File: src/design/cdm_pkg.sv
// Shared types, constants and the arctangent table of the concentric disk mapping.
package cdm_pkg;

	localparam int IN_FRAC_BITS  = 16;
	localparam int OUT_FRAC_BITS = 15;
	localparam int WORK_BITS     = 30;
	localparam int DIV_STEPS     = 30;
	localparam int CORDIC_STEPS  = 30;
	localparam int PIPE_DEPTH    = DIV_STEPS + CORDIC_STEPS + 2;

	localparam logic [29:0] PI4_Q30         = 30'd843314857;
	localparam logic [29:0] CORDIC_GAIN_Q30 = 30'd652032874;

	typedef enum logic [1:0] {
		SEC_0 = 2'd0,
		SEC_2 = 2'd1,
		SEC_4 = 2'd2,
		SEC_6 = 2'd3
	} sector_t;

	typedef struct packed {
		sector_t     sec;
		logic        neg;
		logic [16:0] r;
	} side_t;

	typedef struct packed {
		logic [17:0] rem;
		logic [16:0] den;
		logic [30:0] quo;
		side_t       side;
	} div_t;

	typedef struct packed {
		logic signed [32:0] x;
		logic signed [32:0] y;
		logic signed [31:0] z;
		sector_t            sec;
	} cor_t;

	function automatic logic [29:0] atan_q30(input logic [4:0] i);
		logic [29:0] v;
		unique case (i)
			5'd0:  v = 30'd843314857;
			5'd1:  v = 30'd497837829;
			5'd2:  v = 30'd263043837;
			5'd3:  v = 30'd133525159;
			5'd4:  v = 30'd67021687;
			5'd5:  v = 30'd33543516;
			5'd6:  v = 30'd16775851;
			5'd7:  v = 30'd8388437;
			5'd8:  v = 30'd4194283;
			5'd9:  v = 30'd2097149;
			5'd10: v = 30'd1048576;
			5'd11: v = 30'd524288;
			5'd12: v = 30'd262144;
			5'd13: v = 30'd131072;
			5'd14: v = 30'd65536;
			5'd15: v = 30'd32768;
			5'd16: v = 30'd16384;
			5'd17: v = 30'd8192;
			5'd18: v = 30'd4096;
			5'd19: v = 30'd2048;
			5'd20: v = 30'd1024;
			5'd21: v = 30'd512;
			5'd22: v = 30'd256;
			5'd23: v = 30'd128;
			5'd24: v = 30'd64;
			5'd25: v = 30'd32;
			5'd26: v = 30'd16;
			5'd27: v = 30'd8;
			5'd28: v = 30'd4;
			5'd29: v = 30'd2;
			default: v = 30'd0;
		endcase
		return v;
	endfunction

endpackage

File: src/design/cdm_div_cell.sv
// One restoring division cell that produces one quotient bit per stage.
module cdm_div_cell
	import cdm_pkg::*;
(
	input  logic clk,
	input  logic en,
	input  div_t d_in,
	output div_t d_out
);

	logic [17:0] rem2;
	logic        take;
	div_t        nxt;

	always_comb begin
		rem2       = {d_in.rem[16:0], 1'b0};
		take       = rem2 >= {1'b0, d_in.den};
		nxt        = d_in;
		nxt.rem    = take ? rem2 - {1'b0, d_in.den} : rem2;
		nxt.quo    = {d_in.quo[29:0], take};
	end

	always_ff @(posedge clk) begin
		if (en) begin
			d_out <= nxt;
		end
	end

endmodule

File: config.mk
export PLATFORM = sky130hd
export DESIGN_NAME = cdm_div_cell
export DESIGN_NICKNAME = d
export VERILOG_FILES = /design/src/design/cdm_pkg.sv /design/src/design/cdm_div_cell.sv
export SDC_FILE = /design/constraint.sdc
export NUM_CORES = 1
export LEC_CHECK = 0
export ABC_CLOCK_PERIOD_IN_PS = 2800
export BUFFER_PORTS_ARGS = -buffer_cell sky130_fd_sc_hd__clkbuf_2
export CORE_MARGIN = 5
export CORE_UTILIZATION = 48
export CTS_BUF_LIST = sky130_fd_sc_hd__clkbuf_2
export DETAILED_ROUTE_END_ITERATION = 7
export GPL_TIMING_DRIVEN = 0
export PLACE_DENSITY = 0.93
export SETUP_SLACK_MARGIN = 0.1
export SYNTH_ARGS = -nofsm -noshare
export SYNTH_HDL_FRONTEND = slang
export SYNTH_SLANG_ARGS = --single-unit
export TNS_END_PERCENT = 100
File: constraint.sdc
create_clock -name clk -period 2.8 [get_ports clk]
set_input_delay 0.14 -clock clk [delete_from_list [all_inputs] [get_ports clk]]
set_output_delay 0.14 -clock clk [all_outputs]
set_load 0.02 [all_outputs]
[After elaboration in Yosys (flattened, before gate mapping)]
Index checks and enable logic that the tools add are counted.
Word-level totals
  register bits: 86
  logic and storage cells: 10
  memories kept: 0
  latch bits: 0
  output and inout port bits: 86
  RAM bits: 0
  bits in read-only memories: 0
Cells by class
  eq/ne operators: 0
  divide/modulo/power cells: 0
  reduce and logical (&&, ||, !) cells: 0
  add/sub/neg operators: 1
  multiply operators: 0
  bitwise gates (word level): 0
  shifts and indexed selects: 0
  mux-type cells: 1
  magnitude comparators: 1
Operators with widths (number)
  18-bit by 17-bit >= comparator with 1-bit output: 1
  18-bit two-way mux: 1
  18-bit by 17-bit subtractor with 18-bit output: 1

[Logic depth before layout (Yosys ltp)]
  depth in word-level cells: 2
  mapped depth: 11
  depth with buffers taken out: 8

[Worst setup path before layout]
Ideal clock, no wire load.
  path kind: input -> register
  start: input d_in[65] (netlist bit)
  end: register d_out[83] (netlist bit), data pin
  path buffers: 1
  required time: 2.543 ns
  stages on the path: 9
  slack: 0.601 ns
  data arrival time: 1.943 ns
  path through: inv_1 ha_1 and2_1 a221oi_2 o2bb2ai_1 or3_1 buf_6 a21boi_1 a32o_1
RTL lines
  from (decl): line cdm_div_cell.sv:7  | input div_t d_in,
  to (signal assigned): line cdm_div_cell.sv:25  | d_out <= nxt;
  to (decl): line cdm_div_cell.sv:8  | output div_t d_out

==> out/qor.txt <==
Hold depth -> 3
Post-route setup TNS -> 0 ns
Cts bufs inserted -> 9
Worst Setup End Kind -> flop
Outcome -> finished clean
Multi-input logic area -> 1110 um^2
Clk sinks -> 86
Area contributors post-synth -> edfxtp_1, ha_1, inv_1
Final hold vios -> 0
Number of synthesized flops with an enable pin -> 86
Post-synth net total -> 375
Fin. max-slew vios -> 0
Mapped cell area -> 3810 um^2
Row cnt -> 32
Worst-Margin Slew -> 0.735 ns
Post-DR vias/cell -> 5.32
Power per cell area -> 530 nW/um^2
Overall routing resource usage -> 25.5%
Pin count of the biggest net entering global routing -> 51
Final min period -> 2.52 ns
Slowest stage delay, CP -> 0.62 ns
IO Pins -> 174
Setup repair after global routing missed its margin -> no
DR WL/cell -> 19.9 um
Initial Util -> 49.3%
WP depth -> 10
Switching share of power -> 31.1%
Critical-path cell list -> dlygate4sd3_1 > clkbuf_2 > inv_1 > ha_1 > and3_1 > a21boi_0 > o31ai_1 > o21ai_0 > xor2_1 > mux2_2
Biggest regs -> d_out x86
Final Cycle Share -> 90.1%
Ys flop type -> edfxtp_1
Most numerous cell in the Yosys netlist -> edfxtp_1
Reg power frac -> 53.0%
CTS root buf -> clkbuf_2
CTS tree -> built
Width of the die -> 99.1 um
Filler Cell Count -> 447
Startpoint types -> input pin
Clock tree buffer depth -> 2
Maximum vdd ir drop -> 0.275 mV
Final WS setup -> 0.279 ns
Dpl ws -> 0.278 ns
Pleak -> 2.55 nW
Initial DRC Count -> 306
Die outline height -> 99.1 um
Max reg flops -> 86
Area share of the largest cell type after synthesis -> 67.8%
Seq/Total Area, Yosys -> 67.8%
Syn Inst Count -> 269
Fmax -> 397 MHz
CTS clk-pin slew, worst paths -> 0.23 ns
Post-DRT Antenna Nets -> 0
Global route total overflow -> 0
Post-CTS Setup Bufs -> 0
Cell taking the most area after synthesis -> edfxtp_1
Largest delay contributor family on the critical path -> compound AO/OA/AOI/OAI gates
Synth top cells by count -> edfxtp_1, inv_1, nor2_1
Synth async-reset ratio -> 0%
Via count -> 3393
Die Footprint -> 9820 um^2
Diodes inserted -> 0
H-tree Lvls -> 3
Register cell area after layout -> 2580 um^2
Share of layout cells above drive strength 1 -> 37.1%
Fin nets -> 637
Portion of total power attributed to combinational logic -> 25.7%
Detailed placer's ending HPWL -> 8080 um
Class of the worst hold path -> input pin to flop
Crit Path Class -> input pin to flop
Final GP Congestion -> 0.850
Switch Pwr -> 0.944 mW
Crit path buf inv count -> 3
Worst path slowest cell -> o31ai_1
Finish-stage setup viols -> 0
IO buf count -> 171
CP required -> 3.11 ns
Pre-Repair DR Iteration Count -> 5
Most flop-heavy register -> d_out
P&R area growth vs syn -> 50.1%
Count of cell types in the netlist -> 53
# DRC -> 0
Initial antenna violation count -> 0
Number of synthesized register bits -> 86
First-pass GRT wire length -> 18900 um
Vias in the first global route -> 3522
Core box area -> 7730 um^2
Clk network pwr share -> 21.4%
Critical Path AT -> 2.83 ns
Yosys warns -> 0
Synth Area per Inst -> 14.2 um^2
Worst-path maximum fanout -> 5
P_int -> 2.09 mW
Drt total wl -> 12700 um
Headroom to the max-slew limit -> 50.6%
Max-cap viol count -> 0
-- power by group through the flow --
stage	sequential, mW	combinational (mW)	clock, mW
floorplan	1.78	0.235	0
global route	1.61	0.830	0.712
CTS	1.60	0.762	0.639
finish	1.61	0.779	0.647
global placement	1.62	0.641	0
detailed placement	1.63	0.666	0
-- worst paths after layout --
kind / from / to / slack (ns)
max: d_in[55] / d_out[79] / 0.28
min: d_in[73] / d_out[74] / 0.04
-- logic make-up after synthesis --
kind of cell               share of synthesized area [%]
DFF                                                 67.8
and+or+nand+nor                                     8.31
AOI/OAI and AO/OA                                   10.6
buffers and inverters                               3.18
adders and majority gates                           6.11
xor gates and xnor gates                            2.30
muxes                                               1.74
-- metrics by stage --
step / hold WS [ns] / utilization (%) / instance area, um^2 / power, mW / std cells
2_1_floorplan: 0.239 / - / 3810 / 2.02 / 269
3_3_place_gp: 0.317 / 62.0 / 4790 / 2.26 / 542
3_5_place_dp: 0.319 / 62.3 / 4820 / 2.29 / 543
4_1_cts: 0.00120 / 74.0 / 5720 / 3.00 / 638
5_1_grt: 0.00807 / 74.0 / 5720 / 3.16 / 638
6_report: 0.0417 / 74.0 / 5720 / 3.03 / 638
-- cells in the final DEF (no fill, tap or decap), types with 2 or more instances in the layout --
cell type	instances
inv_1	23
nand2_1	12
ha_1	17
a21o_1	3
xor2_1	5
and2_1	2
xnor2_1	5
edfxtp_1	86
mux2_1	3
o31a_1	2
clkbuf_2	180
a211oi_1	3
mux2_2	2
o31ai_1	2
clkinvlp_4	2
nand3_1	5
clkinv_1	2
a21boi_0	2
o21ai_0	9
nor2_1	21
buf_6	2
o21a_1	3
or2_2	2
or3_1	6
nor3_1	5
dlygate4sd3_1	79
a31o_1	2
nor2b_1	2
a21oi_1	16
and3_1	2
-- per-layer routing --
layer	vias up	track usage, %	share of wire, %
met5	-	0	0
met4	0	9.24	4.2
met3	45	6.73	8.6
met2	217	47.2	51
met1	1585	27.9	36
li1	1546	-	-
-- cell type report --
type | count | area share (%)
well taps | 102 | 2.23
clock inverters | 6 | 1.07
plain buffers | 4 | 0.613
inverters | 23 | 1.51
clock buffers | 10 | 0.875
multi-input cells | 156 | 19.4
repair buffers | 251 | 29.2
flip-flops and latches | 86 | 45.2
-- what timing repair did --
| item | in CTS | in global routing |
|---|---|---|
| hold buffers | 79 | 0 |
| endpoints found under the setup margin | 0 | 0 |
| hold endpoints to repair | 80 | 0 |
| gates resized for setup | 0 | 0 |
No activity file was read; power rests on OpenSTA's default activity.
