--- config.mk ---
export PLATFORM = sky130hd
export DESIGN_NAME = cdm_cordic_cell
export DESIGN_NICKNAME = d
export VERILOG_FILES = /design/src/design/cdm_pkg.sv /design/src/design/cdm_cordic_cell.sv
export SDC_FILE = /design/constraint.sdc
export NUM_CORES = 1
export LEC_CHECK = 0
export BUFFER_PORTS_ARGS = -buffer_cell sky130_fd_sc_hd__buf_4
export CAP_MARGIN = 20
export CORE_UTILIZATION = 56
export CTS_CLUSTER_SIZE = 10
export DETAILED_ROUTE_END_ITERATION = 8
export PLACE_DENSITY_LB_ADDON = 0.1
export SYNTH_ARGS = -nofsm -noshare
export SYNTH_HDL_FRONTEND = slang
export SYNTH_SLANG_ARGS = --single-unit
--- constraint.sdc ---
create_clock -name clk -period 6.3 [get_ports clk]
set_input_delay 0 -clock clk [delete_from_list [all_inputs] [get_ports clk]]
set_output_delay 0 -clock clk [all_outputs]
set_load 0.02 [all_outputs]
--- src/design/cdm_pkg.sv ---
// Shared types, constants and the arctangent table of the concentric disk mapping.
package cdm_pkg;

	localparam int IN_FRAC_BITS  = 16;
	localparam int OUT_FRAC_BITS = 15;
	localparam int WORK_BITS     = 30;
	localparam int DIV_STEPS     = 30;
	localparam int CORDIC_STEPS  = 30;
	localparam int PIPE_DEPTH    = DIV_STEPS + CORDIC_STEPS + 2;

	localparam logic [29:0] PI4_Q30         = 30'd843314857;
	localparam logic [29:0] CORDIC_GAIN_Q30 = 30'd652032874;

	typedef enum logic [1:0] {
		SEC_0 = 2'd0,
		SEC_2 = 2'd1,
		SEC_4 = 2'd2,
		SEC_6 = 2'd3
	} sector_t;

	typedef struct packed {
		sector_t     sec;
		logic        neg;
		logic [16:0] r;
	} side_t;

	typedef struct packed {
		logic [17:0] rem;
		logic [16:0] den;
		logic [30:0] quo;
		side_t       side;
	} div_t;

	typedef struct packed {
		logic signed [32:0] x;
		logic signed [32:0] y;
		logic signed [31:0] z;
		sector_t            sec;
	} cor_t;

	function automatic logic [29:0] atan_q30(input logic [4:0] i);
		logic [29:0] v;
		unique case (i)
			5'd0:  v = 30'd843314857;
			5'd1:  v = 30'd497837829;
			5'd2:  v = 30'd263043837;
			5'd3:  v = 30'd133525159;
			5'd4:  v = 30'd67021687;
			5'd5:  v = 30'd33543516;
			5'd6:  v = 30'd16775851;
			5'd7:  v = 30'd8388437;
			5'd8:  v = 30'd4194283;
			5'd9:  v = 30'd2097149;
			5'd10: v = 30'd1048576;
			5'd11: v = 30'd524288;
			5'd12: v = 30'd262144;
			5'd13: v = 30'd131072;
			5'd14: v = 30'd65536;
			5'd15: v = 30'd32768;
			5'd16: v = 30'd16384;
			5'd17: v = 30'd8192;
			5'd18: v = 30'd4096;
			5'd19: v = 30'd2048;
			5'd20: v = 30'd1024;
			5'd21: v = 30'd512;
			5'd22: v = 30'd256;
			5'd23: v = 30'd128;
			5'd24: v = 30'd64;
			5'd25: v = 30'd32;
			5'd26: v = 30'd16;
			5'd27: v = 30'd8;
			5'd28: v = 30'd4;
			5'd29: v = 30'd2;
			default: v = 30'd0;
		endcase
		return v;
	endfunction

endpackage

--- src/design/cdm_cordic_cell.sv ---
// One CORDIC rotation cell with a fixed step index.
module cdm_cordic_cell
	import cdm_pkg::*;
(
	input  logic       clk,
	input  logic       en,
	input  logic [4:0] step,
	input  cor_t       d_in,
	output cor_t       d_out
);

	logic signed [32:0] dx;
	logic signed [32:0] dy;
	logic signed [31:0] ang;
	cor_t               nxt;

	always_comb begin
		dx  = d_in.y >>> step;
		dy  = d_in.x >>> step;
		ang = $signed({2'b00, atan_q30(step)});
		nxt = d_in;
		if (d_in.z >= 0) begin
			nxt.x = d_in.x - dx;
			nxt.y = d_in.y + dy;
			nxt.z = d_in.z - ang;
		end else begin
			nxt.x = d_in.x + dx;
			nxt.y = d_in.y - dy;
			nxt.z = d_in.z + ang;
		end
	end

	always_ff @(posedge clk) begin
		if (en) begin
			d_out <= nxt;
		end
	end

endmodule

Yosys cells after proc, flatten, opt, wreduce, memory -nomap -nowiden. Memories as Yosys holds them, arrays and structs flattened. Cells that the tools add are included.

Output and inout bits: 100. Logic and storage cells: 15. Input bits: 107. Bits in read-only memories: 960. Register bits: 100. Memories kept: 1.

Shift operators: 2. Magnitude comparators: 1. Mux-type cells: 1. Add/subtract/negate cells: 6.

Memory list: (no name shown) (words 32, width 30, read ports 1, clocked after Yosys merged registers in 0, write ports 0, line cdm_pkg.sv:43) `unique case (i)`.

Operators with widths (number): $mux 98 (1); $add 33x33->33 (2); $sshr 33x5->33 (2); $sub 33x33->33 (2); $add 32x31->32 (1); $ge 32x1->1 const B (1); $sub 32x31->32 (1).

Longest topological paths before layout.
Word-level depth: 3. Gate-level depth with buffers: 29. Gate-level depth less buffers: 23.

Worst setup path before layout. OpenSTA, ideal clock, no wires.

Path type: input port to flip-flop. Start: in step[1]. End: reg d_out[33] in the netlist's numbering, data pin. Cell stages on the path: 20. Library setup time: 0.271 ns. Setup slack: 0.892 ns. Data arrival time: 5.137 ns. Path buffers: 3. Required time: 6.029 ns. Path through: inv_2 > buf_1 > clkbuf_1 > ha_1 > clkbuf_1 > o22ai_1 > o21ai_0 > a41oi_1 > a21o_1 > o31a_1 > o21ai_0 > xor2_1 > ha_1 > a21o_1 > a21o_1 > a221o_1 > a311oi_1 > o21ai_0 > a221oi_1 > xor2_1.

RTL lines: start, declared (line cdm_cordic_cell.sv:7) `input logic [4:0] step,`; end signal, assigned (line cdm_cordic_cell.sv:35) `d_out <= nxt;`; end, declared (line cdm_cordic_cell.sv:9) `output cor_t d_out`.

==> metrics.md <==
| Metric | Value |
|---|---|
| Final setup fails | `0` |
| Max-Slew Margin vs Limit | `36.85%` |
| Max Cap Violations | `0` |
| Crit path time final | `5.665 ns` |
| Final Slew Violations | `0` |
| DRC errors left | `12` |
| Ant diodes | `0` |
| Power, Total | `4.145 mW` |
| Synth Register Bits | `100` |
| Setup TNS Final | `0 ns` |
| GRT Overall Usage | `about 38%` |
| Post-place setup slack | `0.2053 ns` |
| Port Buf Inserts | `roughly 210` |
| Largest regs | `d_out (100)` |
| Worst setup margin | `0.6354 ns` |
| Post-Syn Area | `0.01506 mm^2` |
| Req. time, crit path | `6.49 ns` |
| Starting density of the core | `57.48%` |
| Initial antenna violation count | `0` |
| Mean Syn Cell Area | `8.946 um^2` |
| Final WL | `52.68 mm` |
| Root Driver | `clkbuf_16` |
| P per Cell Area | `237.5 mW/mm^2` |
| Syn-to-layout area delta | `15.87%` |
| Worst setup EP type | `register` |
| Max reg flops | `100` |
| Number of synthesized flops with an enable pin | `100` |
| DIE HEIGHT | `166.0 um` |
| Unrepaired setup endpoints after global routing | `no` |
| Layout cells sized above 1 | `23.87%` |
| Number of vias per cell | `6.750` |
| Pre-antenna DRT Iters | `9` |
| Final layout net count | `2094` |
| Largest reg by FF count | `d_out` |
| Synth warnings | `0` |
| Largest net degree at the start of global routing | `75` |
| Most used flip-flop cell after synthesis | `edfxtp_1` |
| Status | `finished, violations left` |
| DIE AREA | `0.02756 mm^2` |
| Avg WL per Cell | `23.73 um` |
| Core Box Area | `0.02621 mm^2` |
| Max Root-Sink Buffers | `2` |
| Clock-pin slew on the worst setup and hold paths | `0.08 ns` |
| Syn_nets | `1897` |
| Worst min-delay path class | `input port to register` |
| Crit Path Class | `input port to register` |
| Worst EP arrival | `about 5.9 ns` |
| I/O pin count | `207` |
| Vias in the first global route | `between 10000 and 15000` |
| VDD IR max | `225.0 uV` |
| Post-DP HPWL | `40.64 mm` |
| Pleak | `between 7 and 8 nW` |
| Crit share post-route | `~90%` |
| CTS Sinks | `100` |
| CTS tree | `yes` |
| Netlist cell types | `97` |
| Utilization after layout | `66.61%` |
| Ys async rst share | `0%` |
| CTS H-Tree Depth | `3` |
| First-pass GRT wire length | `81.80 mm` |
| Worst Max-Slew Pin Slew | `0.9472 ns` |
| Crit Path Max Fanout | `44` |
| DRT iter0 DRCs | `1608` |
| Failing checks | `design-rule violations` |
| Via count | `14980` |
| CTS buffer count | `9` |
| Seq/Total Area, Yosys | `between 15 and 20%` |
| Row count | `59` |
| Total gr overflow | `0` |
| Fmax | `176.5 MHz` |
| Final hold violations | `0` |
| Die width | `166.0 um` |
| Synthesized instance count | `1684` |
| Crit path launch type | `input port` |
| Post-DRT Antenna Nets | `0` |
| GPL Wtd Cong | `0.9996` |
==> worst paths after layout <==
check / from / end / slack, ns / cells past startpoint
min: d_in[68] / d_out[68] / 0.02 / 2
max: step[1] / d_out[96] / 0.64 / 22
==> through the flow <==
stage / instance area [um^2] / hold slack [ns] / std cells
CTS: 17450 / 0.02596 / 2220
floorplan: 15060 / 0.09887 / 1684
detailed placement: 17110 / 0.1813 / 2201
global placement: 17110 / 0.1815 / 2201
finish: 17460 / 0.02416 / 2220
global route: 17460 / 0.03116 / 2220
==> synthesized netlist by cell type (all sizes together) (23+ instances only) <==
master    n  area, um^2
a21oi   113       580.6
nand2   148       555.5
edfxtp  100        3003
xor2     72       630.6
o21ai   102       510.5
nor3     37       212.7
mux2i    63       630.6
inv      48       180.2
nor2    112       422.9
mux4     75        1689
mux2     41       465.4
a31oi    23       143.9
xnor2   101       884.6
nand3    38       195.2
nand2b   34       212.7
clkbuf   43       161.4
o22ai    30       187.7
ha      103        1289
a21o     53       397.9
buf      52       345.3
==> cell type report <==
type / instances / area, um^2
tap: 335 / 419.2
fill: 2181 / 8751
inverter: 50 / 187.7
clock inverter: 6 / 72.57
multi-input combinational: 1439 / 11370
sequential: 100 / 3003
clock buffer: 9 / 225.2
timing repair buffer: 281 / 2177
==> placed cells by master (no fill, tap or decap), drive strengths merged, types with 9 or more instances in the layout <==
| cell | n |
|---|---|
| xor2 | 72 |
| o21a | 20 |
| nand2 | 148 |
| edfxtp | 100 |
| o31ai | 19 |
| and2 | 12 |
| ha | 103 |
| and3 | 16 |
| a21oi | 113 |
| nand2b | 34 |
| mux4 | 75 |
| a21boi | 9 |
| nand3 | 38 |
| a211o | 9 |
| or2 | 17 |
| o21ai | 102 |
| nor2 | 112 |
| inv | 50 |
| nor3 | 37 |
| nand4 | 11 |
| a31oi | 23 |
| clkbuf | 9 |
| a21o | 53 |
| a211oi | 15 |
| nor2b | 17 |
| or3 | 10 |
| o211ai | 10 |
| buf | 277 |
| o22ai | 30 |
| xnor2 | 101 |
| mux2 | 41 |
| o21bai | 13 |
| mux2i | 63 |
==> per-layer routing <==
metal | vias to the layer above | GRT usage [%] | routed length, um
met5 | - | 0 | 0
met2 | 871 | 62.87 | 24560
met3 | 162 | 7.698 | 4891
met4 | 0 | 16.94 | 2354
met1 | 7140 | 47.50 | 20870
li1 | 6811 | - | -
==> cells by family after synthesis <==
group | count (synthesis) | synth area share [%]
buf+inv | 145 | 4.610
flops | 100 | 19.93
fa+ha+maj | 106 | 8.954
mux | 179 | 18.49
simple gates | 484 | 15.99
xor+xnor | 173 | 10.06
compound gates | 497 | 21.97
==> timing repair <==
action,in CTS,in global routing
buffers inserted,0,0
setup endpoints to repair,0,2
hold endpoints to repair,4,0
hold buffers,4,0
resized for setup,0,3
==> worst max-delay path, cell delays in order <==
cell and delay, ns:
buf_4 0.30, nor2_1 0.72, buf_4 0.24, mux2i_1 0.45
mux2_2 0.26, a221o_1 0.31, nor3b_2 0.28, or4b_4 0.54
nor3_4 0.20, nand2_1 0.09, and4_1 0.21, a211oi_2 0.20
ha_1 0.16, and3_1 0.17, nand3_1 0.10, or2_2 0.31
a211oi_1 0.29, nor2_1 0.14, a21oi_1 0.21, o31a_1 0.24
o21ai_0 0.15, a211oi_1 0.27
==> where the power goes <==
part | total (mW) | internal (mW) | switching, mW
Sequential | 1.05 | 1.00 | 0.0523
Clock | 0.614 | 0.312 | 0.303
Combinational | 2.48 | 1.06 | 1.42
Total | 4.14 | 2.37 | 1.77
(Power assumes the default switching activity.)
